[src/rtl/core/tpag_pkg.sv]
`timescale 1ns / 1ps
package tpag_pkg;

  localparam int SIZE_W      = 9;
  localparam int DIMS_W      = 3;
  localparam int ORDER_W     = 8;
  localparam int AXIS_W      = 2;
  localparam int NUM_SIZES   = 4;
  localparam int OFFS_W      = 32;
  localparam int CFG_DATA_W  = 9;
  localparam int CFG_INDEX_W = 3;

  typedef enum logic [CFG_INDEX_W-1:0] {
    REG_DIM_SIZE_0 = 3'd0,
    REG_DIM_SIZE_1 = 3'd1,
    REG_DIM_SIZE_2 = 3'd2,
    REG_DIM_SIZE_3 = 3'd3,
    REG_DIMS_USED  = 3'd4,
    REG_AXIS_ORDER = 3'd5
  } reg_index_t;

  // odometer carry travelling from the innermost cell outward
  typedef struct packed {
    logic              carry;
    logic [OFFS_W-1:0] delta;
  } chain_t;

  typedef struct packed {
    logic restart;
    logic step;
    logic clear;
  } cmd_t;

endpackage

[src/rtl/core/tpag_in_if.sv]
`timescale 1ns / 1ps
interface tpag_in_if;
  logic valid;
  logic ready;
  logic restart;

  modport source (output valid, output restart, input ready);
  modport sink (input valid, input restart, output ready);
endinterface

[src/rtl/core/tpag_out_if.sv]
`timescale 1ns / 1ps
interface tpag_out_if;
  import tpag_pkg::*;

  logic              valid;
  logic              ready;
  logic [OFFS_W-1:0] dest_offset;
  logic [OFFS_W-1:0] source_offset;
  logic              last;
  logic              order_error;

  modport source (output valid, output dest_offset, output source_offset, output last,
                  output order_error, input ready);
  modport sink (input valid, input dest_offset, input source_offset, input last,
                input order_error, output ready);
endinterface

[src/rtl/core/tpag_cell.sv]
`timescale 1ns / 1ps
module tpag_cell #(
  parameter int DIM_BITS = 8
) (
  input  logic                        clk,
  input  logic                        rst,
  input  logic [DIM_BITS-1:0]         nm1,
  input  logic [tpag_pkg::OFFS_W-1:0] stride,
  input  logic [tpag_pkg::OFFS_W-1:0] sum_in,
  output logic [tpag_pkg::OFFS_W-1:0] sum_out,
  input  tpag_pkg::cmd_t              cmd,
  input  tpag_pkg::chain_t            chain_in,
  output tpag_pkg::chain_t            chain_out
);
  import tpag_pkg::*;

  logic [DIM_BITS-1:0] idx;
  logic [DIM_BITS-1:0] idx_view;
  logic [DIM_BITS-1:0] idx_next;
  logic [OFFS_W-1:0]   wrap;
  logic [OFFS_W-1:0]   tail;
  logic [OFFS_W-1:0]   inc_delta;
  logic                at_max;

  // setup terms: wrap is what this digit takes back when it rolls over,
  // tail what all inner digits take back together
  always_ff @(posedge clk) begin
    wrap      <= OFFS_W'(nm1 * stride);
    tail      <= sum_in;
    inc_delta <= stride - tail;
  end

  assign sum_out = wrap + tail;

  always_comb begin
    idx_view = cmd.restart ? '0 : idx;
    at_max   = !(idx_view < nm1);
    chain_out.carry = chain_in.carry & at_max;
    chain_out.delta = (chain_in.carry && !at_max) ? inc_delta : chain_in.delta;
    if (!chain_in.carry) begin
      idx_next = idx_view;
    end else if (at_max) begin
      idx_next = '0;
    end else begin
      idx_next = idx_view + DIM_BITS'(1);
    end
  end

  always_ff @(posedge clk) begin
    if (rst || cmd.clear) begin
      idx <= '0;
    end else if (cmd.step) begin
      idx <= idx_next;
    end
  end

endmodule

[src/rtl/core/tensor_permute_address_generator_unit.sv]
`timescale 1ns / 1ps
// Permute address generator. Each beat on in_ch (restart bit) yields one beat on
// out_ch: the next element's row-major offset in the permuted tensor, the offset
// of that element in the source, a last flag, and order_error for an axis order
// that is not a permutation of the dimensions in use (offsets and last then 0).
// Shape is set through the write port (cfg_write, cfg_index, cfg_data); any write
// to a known register restarts the walk at element zero.
// The output beat is registered; one beat is taken every cycle when setup is
// done and out_ch is not stalled. The output register frees up in the same
// cycle it is taken, so a stall on out_ch only holds in_ch.ready low while the
// result waits. The odometer is a row of MAX_DIMS cells, one per output
// dimension; the carry ripples from the innermost cell outward and picks the
// source offset step. After reset and after each register write the block holds
// in_ch.ready low while the stride products and rollover sums settle down
// the cell row. Reset loads sizes 1, four dimensions and the identity order.
module tensor_permute_address_generator_unit #(
  parameter int MAX_DIMS = 4,
  parameter int DIM_BITS = 8
) (
  input  logic                             clk,
  input  logic                             rst,
  input  logic                             cfg_write,
  input  logic [tpag_pkg::CFG_INDEX_W-1:0] cfg_index,
  input  logic [tpag_pkg::CFG_DATA_W-1:0]  cfg_data,
  tpag_in_if.sink                          in_ch,
  tpag_out_if.source                       out_ch
);
  import tpag_pkg::*;

  localparam int          SETUP_CYCLES = 2 * MAX_DIMS + 2;
  localparam int          CNT_W        = $clog2(SETUP_CYCLES + 1);
  localparam int unsigned SIZE_TOP     = 1 << DIM_BITS;

  logic [SIZE_W-1:0]   dim_size [NUM_SIZES];
  logic [DIMS_W-1:0]   dims_used;
  logic [ORDER_W-1:0]  axis_order;
  logic [CNT_W-1:0]    setup_cnt;

  logic [DIMS_W-1:0]   d_eff;
  logic [AXIS_W-1:0]   ax [MAX_DIMS];
  logic [SIZE_W-1:0]   szp [MAX_DIMS];
  logic [OFFS_W-1:0]   sprod [MAX_DIMS];
  logic [DIM_BITS-1:0] nm1 [MAX_DIMS];
  logic [OFFS_W-1:0]   stride_sel [MAX_DIMS];
  logic [OFFS_W-1:0]   sums [MAX_DIMS+1];
  chain_t              chain [MAX_DIMS+1];
  cmd_t                cmd;
  logic                err;
  logic [3:0]          seen;
  logic                cfg_hit;
  logic                accept;
  logic                last;
  logic [OFFS_W-1:0]   src_off;
  logic [OFFS_W-1:0]   dst_off;
  logic [OFFS_W-1:0]   src_view;
  logic [OFFS_W-1:0]   dst_view;

  function automatic logic [SIZE_W-1:0] eff_size(input logic [SIZE_W-1:0] s);
    logic [SIZE_W-1:0] r;
    r = s;
    if (s == '0) begin
      r = SIZE_W'(1);
    end else if (32'(s) > SIZE_TOP) begin
      r = SIZE_W'(SIZE_TOP);
    end
    return r;
  endfunction

  // configuration registers
  always_comb begin
    case (reg_index_t'(cfg_index))
      REG_DIM_SIZE_0, REG_DIM_SIZE_1, REG_DIM_SIZE_2, REG_DIM_SIZE_3,
      REG_DIMS_USED, REG_AXIS_ORDER: cfg_hit = cfg_write;
      default:                       cfg_hit = 1'b0;
    endcase
  end

  always_ff @(posedge clk) begin
    if (rst) begin
      for (int i = 0; i < NUM_SIZES; i++) dim_size[i] <= SIZE_W'(1);
      dims_used  <= DIMS_W'(4);
      axis_order <= ORDER_W'(228);
    end else if (cfg_write) begin
      case (reg_index_t'(cfg_index))
        REG_DIM_SIZE_0: dim_size[0] <= cfg_data;
        REG_DIM_SIZE_1: dim_size[1] <= cfg_data;
        REG_DIM_SIZE_2: dim_size[2] <= cfg_data;
        REG_DIM_SIZE_3: dim_size[3] <= cfg_data;
        REG_DIMS_USED:  dims_used   <= cfg_data[DIMS_W-1:0];
        REG_AXIS_ORDER: axis_order  <= cfg_data[ORDER_W-1:0];
        default: ;
      endcase
    end
  end

  always_ff @(posedge clk) begin
    if (rst || cfg_hit) begin
      setup_cnt <= CNT_W'(SETUP_CYCLES);
    end else if (setup_cnt != '0) begin
      setup_cnt <= setup_cnt - CNT_W'(1);
    end
  end

  // decoded shape
  always_comb begin
    if (dims_used == '0) begin
      d_eff = DIMS_W'(1);
    end else if (32'(dims_used) > MAX_DIMS) begin
      d_eff = DIMS_W'(MAX_DIMS);
    end else begin
      d_eff = dims_used;
    end
    err  = 1'b0;
    seen = '0;
    for (int j = 0; j < MAX_DIMS; j++) begin
      ax[j] = axis_order[AXIS_W*j +: AXIS_W];
      if (32'(j) < 32'(d_eff)) begin
        if ({1'b0, ax[j]} >= d_eff || seen[ax[j]]) begin
          err = 1'b1;
        end else begin
          seen[ax[j]] = 1'b1;
        end
        nm1[j] = DIM_BITS'(eff_size(dim_size[ax[j]]) - SIZE_W'(1));
      end else begin
        nm1[j] = '0;
      end
      szp[j] = (32'(j) < 32'(d_eff)) ? eff_size(dim_size[j]) : SIZE_W'(1);
      stride_sel[j] = '0;
      for (int i = 0; i < MAX_DIMS; i++) begin
        if (32'(ax[j]) == i) stride_sel[j] = sprod[i];
      end
    end
  end

  // source strides: one product per axis, settling inward to outward
  for (genvar i = 0; i < MAX_DIMS; i++) begin : g_stride
    if (i == MAX_DIMS - 1) begin : g_inner
      always_ff @(posedge clk) sprod[i] <= OFFS_W'(1);
    end else begin : g_outer
      always_ff @(posedge clk) sprod[i] <= OFFS_W'(szp[i+1] * sprod[i+1]);
    end
  end

  assign accept = in_ch.valid && in_ch.ready;
  assign in_ch.ready = (setup_cnt == '0) && (!out_ch.valid || out_ch.ready);

  assign cmd.restart = in_ch.restart;
  assign cmd.step    = accept && !err;
  assign cmd.clear   = cfg_hit || (accept && err && in_ch.restart) ||
                       (accept && !err && last);

  assign chain[MAX_DIMS].carry = 1'b1;
  assign chain[MAX_DIMS].delta = '0;
  assign sums[MAX_DIMS]        = '0;

  for (genvar j = 0; j < MAX_DIMS; j++) begin : g_cell
    tpag_cell #(
      .DIM_BITS(DIM_BITS)
    ) u_cell (
      .clk      (clk),
      .rst      (rst),
      .nm1      (nm1[j]),
      .stride   (stride_sel[j]),
      .sum_in   (sums[j+1]),
      .sum_out  (sums[j]),
      .cmd      (cmd),
      .chain_in (chain[j+1]),
      .chain_out(chain[j])
    );
  end

  assign last     = chain[0].carry;
  assign src_view = in_ch.restart ? '0 : src_off;
  assign dst_view = in_ch.restart ? '0 : dst_off;

  always_ff @(posedge clk) begin
    if (rst || cmd.clear) begin
      src_off <= '0;
      dst_off <= '0;
    end else if (cmd.step) begin
      src_off <= src_view + chain[0].delta;
      dst_off <= dst_view + OFFS_W'(1);
    end
  end

  // output register
  always_ff @(posedge clk) begin
    if (rst) begin
      out_ch.valid <= 1'b0;
    end else if (accept) begin
      out_ch.valid <= 1'b1;
    end else if (out_ch.ready) begin
      out_ch.valid <= 1'b0;
    end
  end

  always_ff @(posedge clk) begin
    if (accept) begin
      out_ch.dest_offset   <= err ? '0 : dst_view;
      out_ch.source_offset <= err ? '0 : src_view;
      out_ch.last          <= !err && last;
      out_ch.order_error   <= err;
    end
  end

endmodule
[src/flat_wrapper.sv]
// flat-port wrapper written by rule: the top's interface ports become plain ports
module tensor_permute_address_generator_unit_flat import tpag_pkg::*;
#(
  parameter int MAX_DIMS = 4,
  parameter int DIM_BITS = 8
)
  (clk, rst, cfg_write, cfg_index, cfg_data, in_ch_valid, in_ch_restart, in_ch_ready, out_ch_valid, out_ch_dest_offset, out_ch_source_offset, out_ch_last, out_ch_order_error, out_ch_ready);
  tpag_in_if in_ch_i ();
  tpag_out_if out_ch_i ();
  input  logic clk;
  input  logic rst;
  input  logic cfg_write;
  input  logic [tpag_pkg::CFG_INDEX_W-1:0] cfg_index;
  input  logic [tpag_pkg::CFG_DATA_W-1:0] cfg_data;
  input wire logic [$bits(in_ch_i.valid)-1:0] in_ch_valid;
  input wire logic [$bits(in_ch_i.restart)-1:0] in_ch_restart;
  output wire logic [$bits(in_ch_i.ready)-1:0] in_ch_ready;
  output wire logic [$bits(out_ch_i.valid)-1:0] out_ch_valid;
  output wire logic [$bits(out_ch_i.dest_offset)-1:0] out_ch_dest_offset;
  output wire logic [$bits(out_ch_i.source_offset)-1:0] out_ch_source_offset;
  output wire logic [$bits(out_ch_i.last)-1:0] out_ch_last;
  output wire logic [$bits(out_ch_i.order_error)-1:0] out_ch_order_error;
  input wire logic [$bits(out_ch_i.ready)-1:0] out_ch_ready;
  assign in_ch_i.valid = in_ch_valid;
  assign in_ch_i.restart = in_ch_restart;
  assign in_ch_ready = in_ch_i.ready;
  assign out_ch_valid = out_ch_i.valid;
  assign out_ch_dest_offset = out_ch_i.dest_offset;
  assign out_ch_source_offset = out_ch_i.source_offset;
  assign out_ch_last = out_ch_i.last;
  assign out_ch_order_error = out_ch_i.order_error;
  assign out_ch_i.ready = out_ch_ready;
  tensor_permute_address_generator_unit #(.MAX_DIMS(MAX_DIMS), .DIM_BITS(DIM_BITS)) u_core (.clk(clk), .rst(rst), .cfg_write(cfg_write), .cfg_index(cfg_index), .cfg_data(cfg_data), .in_ch(in_ch_i), .out_ch(out_ch_i));
endmodule
[config.mk]
export PLATFORM = sky130hd
export DESIGN_NAME = tensor_permute_address_generator_unit_flat
export DESIGN_NICKNAME = d
export VERILOG_FILES = /design/src/rtl/core/tpag_pkg.sv /design/src/rtl/core/tpag_in_if.sv /design/src/rtl/core/tpag_out_if.sv /design/src/rtl/core/tpag_cell.sv /design/src/rtl/core/tensor_permute_address_generator_unit.sv /design/src/flat_wrapper.sv
export SDC_FILE = /design/constraint.sdc
export NUM_CORES = 2
export LEC_CHECK = 0
export BUFFER_PORTS_ARGS = -buffer_cell sky130_fd_sc_hd__buf_2
export CORE_MARGIN = 3
export CORE_UTILIZATION = 50
export DETAILED_ROUTE_END_ITERATION = 16
export PLACE_DENSITY = 0.71
export SLEW_MARGIN = 20
export SYNTH_ARGS = -nofsm -noshare
export SYNTH_HDL_FRONTEND = slang
export SYNTH_SLANG_ARGS = --single-unit
[constraint.sdc]
create_clock -name clk -period 18.05 [get_ports clk]
set_clock_uncertainty 0.15 [all_clocks]
set_input_delay 3.61 -clock clk [delete_from_list [all_inputs] [get_ports clk]]
set_output_delay 3.61 -clock clk [all_outputs]
set_load 0.05 [all_outputs]
==> metrics.md <==
| Metric | Value |
|---|---|
| Outcome | complete, no violations |
| Largest net degree at the start of global routing | 90 |
| Worst vdd ir | 0.200 mV |
| Ports | 86 |
| Die area | 122000 sq um |
| Fill cells | 10600 |
| FF+latch count, synth | 601 |
| Worst skew pair latency | between 0.6 and 0.7 ns |
| Num CTS Buffers | about 70 |
| H-Tree Depth | 3 |
| Max incr delay on CP | around 1.1 ns |
| Post-synth EDFFs | ~100 |
| Slew Viols, Final | 0 |
| PwrDens | roughly 140 nW/um^2 |
| Clk root buf | clkbuf_16 |
| Area grow syn2layout | 7.03% |
| Number of global-route vias before repair | 48500 |
| Worst EP arrival | about 11 ns |
| GRT Residual Overflow | 0 |
| Clk pin slew, worst setup/hold paths | roughly 0.060 ns |
| Cts hold-fix bufs | 0 |
| I/O Buffers | 85 |
| Setup bufs post-CTS | 0 |
| Starting Density | 50.4% |
| Seq/Total Area, Yosys | between 20 and 25% |
| Hold Crit Class | reg -> reg |
| Final min period | approximately 11 ns |
| Gpl congestion | slightly below 1 |
| Clock tree sinks | between 600 and 700 |
| Ys flop type | dfxtp_1 |
| Normalized max-slew margin | 25.7% |
| Post-Syn Instances | 6788 |
| Kind of critical path | reg -> reg |
| Setup WS pre-CTS | ~7.4 ns |
| Clock Tree Buf Depth | 3 |
| # rows | ~130 |
| DR vias/cell | 5.80 |
| Fmax | between 90 and 100 MHz |
| Post-route DRC | 0 |
| Synth warn | 0 |
| Period utilization | roughly three fifths |
| Cts repair resizes | 0 |
| LEAKAGE | roughly 30 nW |
| CTS tree | built |
| First-pass GRT wire length | 275000 microns |
| Mapped Area | approximately 59000 sq um |
| Overall die height | between 300 and 400 microns |
| DR pass1 iterations | 8 |
| Final setup margin | 7.23 ns |
| Post-layout power | roughly 8.6 mW |
| WHS | around 0.17 ns |
| Fin cells | between 8000 and 9000 |
| Antenna violations before repair | 7 |
| CP max stage cell | clkinv_1 |
| Post-synth ARST share | 0% |
| Netlist cell types | 94 |
| Post-route antenna net violation count | 0 |
| Die Wd | 349 microns |
| Setup Viol. Count Final | 0 |
| Core area | 116000 sq um |
| DR vias | approximately 48000 |
| CP Capture Type | flip-flop |
| Synthesized area per cell | 8.65 sq um |
| Max cap viols | 0 |
| Setup crit start kind | flip-flop |
| Final-report hold violation count | 0 |
| TNS Setup | 0 ns |
| Inst Count DP | slightly above 8000 |
| Data required, critical path | about 18 ns |
| Final WL | between 150000 and 200000 microns |
| Post-DP HPWL | 137000 microns |
| Crit Path Max Fanout | 37 |
| Worst Max-Slew Pin Slew | ~1.1 ns |
| R2R setup slack | roughly 7.2 ns |
| RSZ-0062 raised after global routing | false |
| Total global-route track usage | 28.9% |
| Post-DR wirelength/cell | 21.0 microns |
| NumNets Final | 7836 |
| Post-Syn Nets | 7905 |
| Initial DRC Count | between 4000 and 5000 |
| Share of cells above drive strength 1 | under 10% |
[metal layers]
| metal | share of wire, % | global-route usage, % | vias up |
|---|---|---|---|
| met5 | 0.0057 | 0 | - |
| met4 | 4.7 | 12.4 | 2 |
| met3 | 9.7 | 5.75 | 424 |
| met2 | 44 | 45.7 | 2204 |
| met1 | 41 | 38.7 | 23600 |
| li1 | - | - | 21900 |
[cells in the mapped netlist, types with 15 or more instances]
cell type    n  share of area (%)
a211oi_1    19               0.24
a21boi_0    17               0.22
a21o_1     110                1.4
a21oi_1    380                3.2
a221o_1     34               0.58
a31oi_1     30               0.32
and2_1      86               0.92
and3_1     194                2.1
buf_1       16               0.10
clkbuf_1   250                1.6
dfxtp_1    499                 17
edfxtp_1   102                5.2
fa_1       651                 22
ha_1       448                9.6
inv_1      970                6.2
mux2i_1     97                1.7
mux4_2      33                1.3
nand2_1    570                3.6
nand2b_1   108                1.2
nand3_1    114               0.97
nand4_1     22               0.23
nor2_1     820                5.2
nor2b_1    123                1.3
nor3_1      78               0.67
nor4_1      15               0.16
o21a_1      79                1.0
o21ai_0    219                1.9
o21bai_1    36               0.46
or2_2       63               0.67
or3_1       25               0.27
xnor2_1    233                3.5
xor2_1      85                1.3
[final cells by class]
type	count	area, sq um	area share [%]
antenna	5	12.5	0.0199
tap	1524	1910	3.04
timing repair buffer	149	908	1.45
inverter	972	3650	5.81
sequential	601	13100	20.8
multi-input combinational	4923	40900	65.1
clock buffer	91	1970	3.14
clock inverter	39	425	0.677
[logic make-up after synthesis]
logic type                 synth area share (%)
and+or+nand+nor                            18.3
buffers and inverters                      8.25
muxes                                      3.05
xor gates and xnor gates                   4.77
adders and majority gates                  31.8
AOI/OAI and AO/OA                          11.6
DFF                                        22.2
[final timing paths]
path / cells past startpoint / from / to
min reg2reg: 0 / u_core.g_cell[3].u_cell.wrap[31] / u_core.g_cell[2].u_cell.tail[31]
min: 0 / u_core.g_cell[3].u_cell.wrap[31] / u_core.g_cell[2].u_cell.tail[31]
max: 31 / u_core.dim_size[1][5] / u_core.src_off[30]
max reg2reg: 31 / u_core.dim_size[1][5] / u_core.src_off[30]
[state kept, by name (all words and copies together), names as in the netlist, 3 cells and up, named ones only]
name / flops
u_core.src_off: 32
u_core.g_cell.u_cell.inc_delta: 127
u_core.axis_order: 8
u_core.out_ch.dest_offset: 32
u_core.g_cell.u_cell.tail: 96
u_core.setup_cnt: 4
u_core.dst_off: 32
u_core.out_ch.source_offset: 32
u_core.sprod: 60
u_core.dim_size: 36
u_core.g_cell.u_cell.wrap: 96
u_core.dims_used: 3
u_core.g_cell.u_cell.idx: 32
[power by group]
part	switching [mW]	internal, mW	total (mW)
Sequential	0.307	1.73	2.03
Combinational	3.00	2.03	5.03
Clock	0.643	0.870	1.51
Total	3.95	4.63	8.58
[per-stage QoR]
step	cell area (sq um)	util, %
2_1_floorplan	58700	-
3_3_place_gp	60400	51.9
3_5_place_dp	60400	51.9
4_1_cts	62800	54.0
5_1_grt	62800	54.0
6_report	62800	54.0
[placed cells by master (no fill, tap or decap), types with 65 or more instances in the layout]
master and n:
a21o_1 110, a21oi_1 378, and2_1 85, and3_1 193, buf_2 84, buf_4 65
clkbuf_16 73, dfxtp_1 498, edfxtp_1 102, fa_1 651, ha_1 448, inv_1 969
mux2i_1 97, nand2_1 570, nand2b_1 107, nand3_1 113, nor2_1 817, nor2b_1 123
nor3_1 78, o21a_1 78, o21ai_0 217, xnor2_1 233, xor2_1 85
[worst max-delay path: cells and delay by family, from the launching register on]
| kind | cells | cell delay [ns] |
|---|---|---|
| multiplexers | 2 | 0.85 |
| AND/OR/NAND/NOR | 8 | 2.67 |
| AO/OA/AOI/OAI | 14 | 3.16 |
| flip-flops | 1 | 0.71 |
| adder cells (fa/ha/maj) | 4 | 1.53 |
| buffers and inverters | 2 | 1.44 |
| XOR/XNOR | 1 | 0.17 |
No activity file was read; power rests on OpenSTA's default activity.
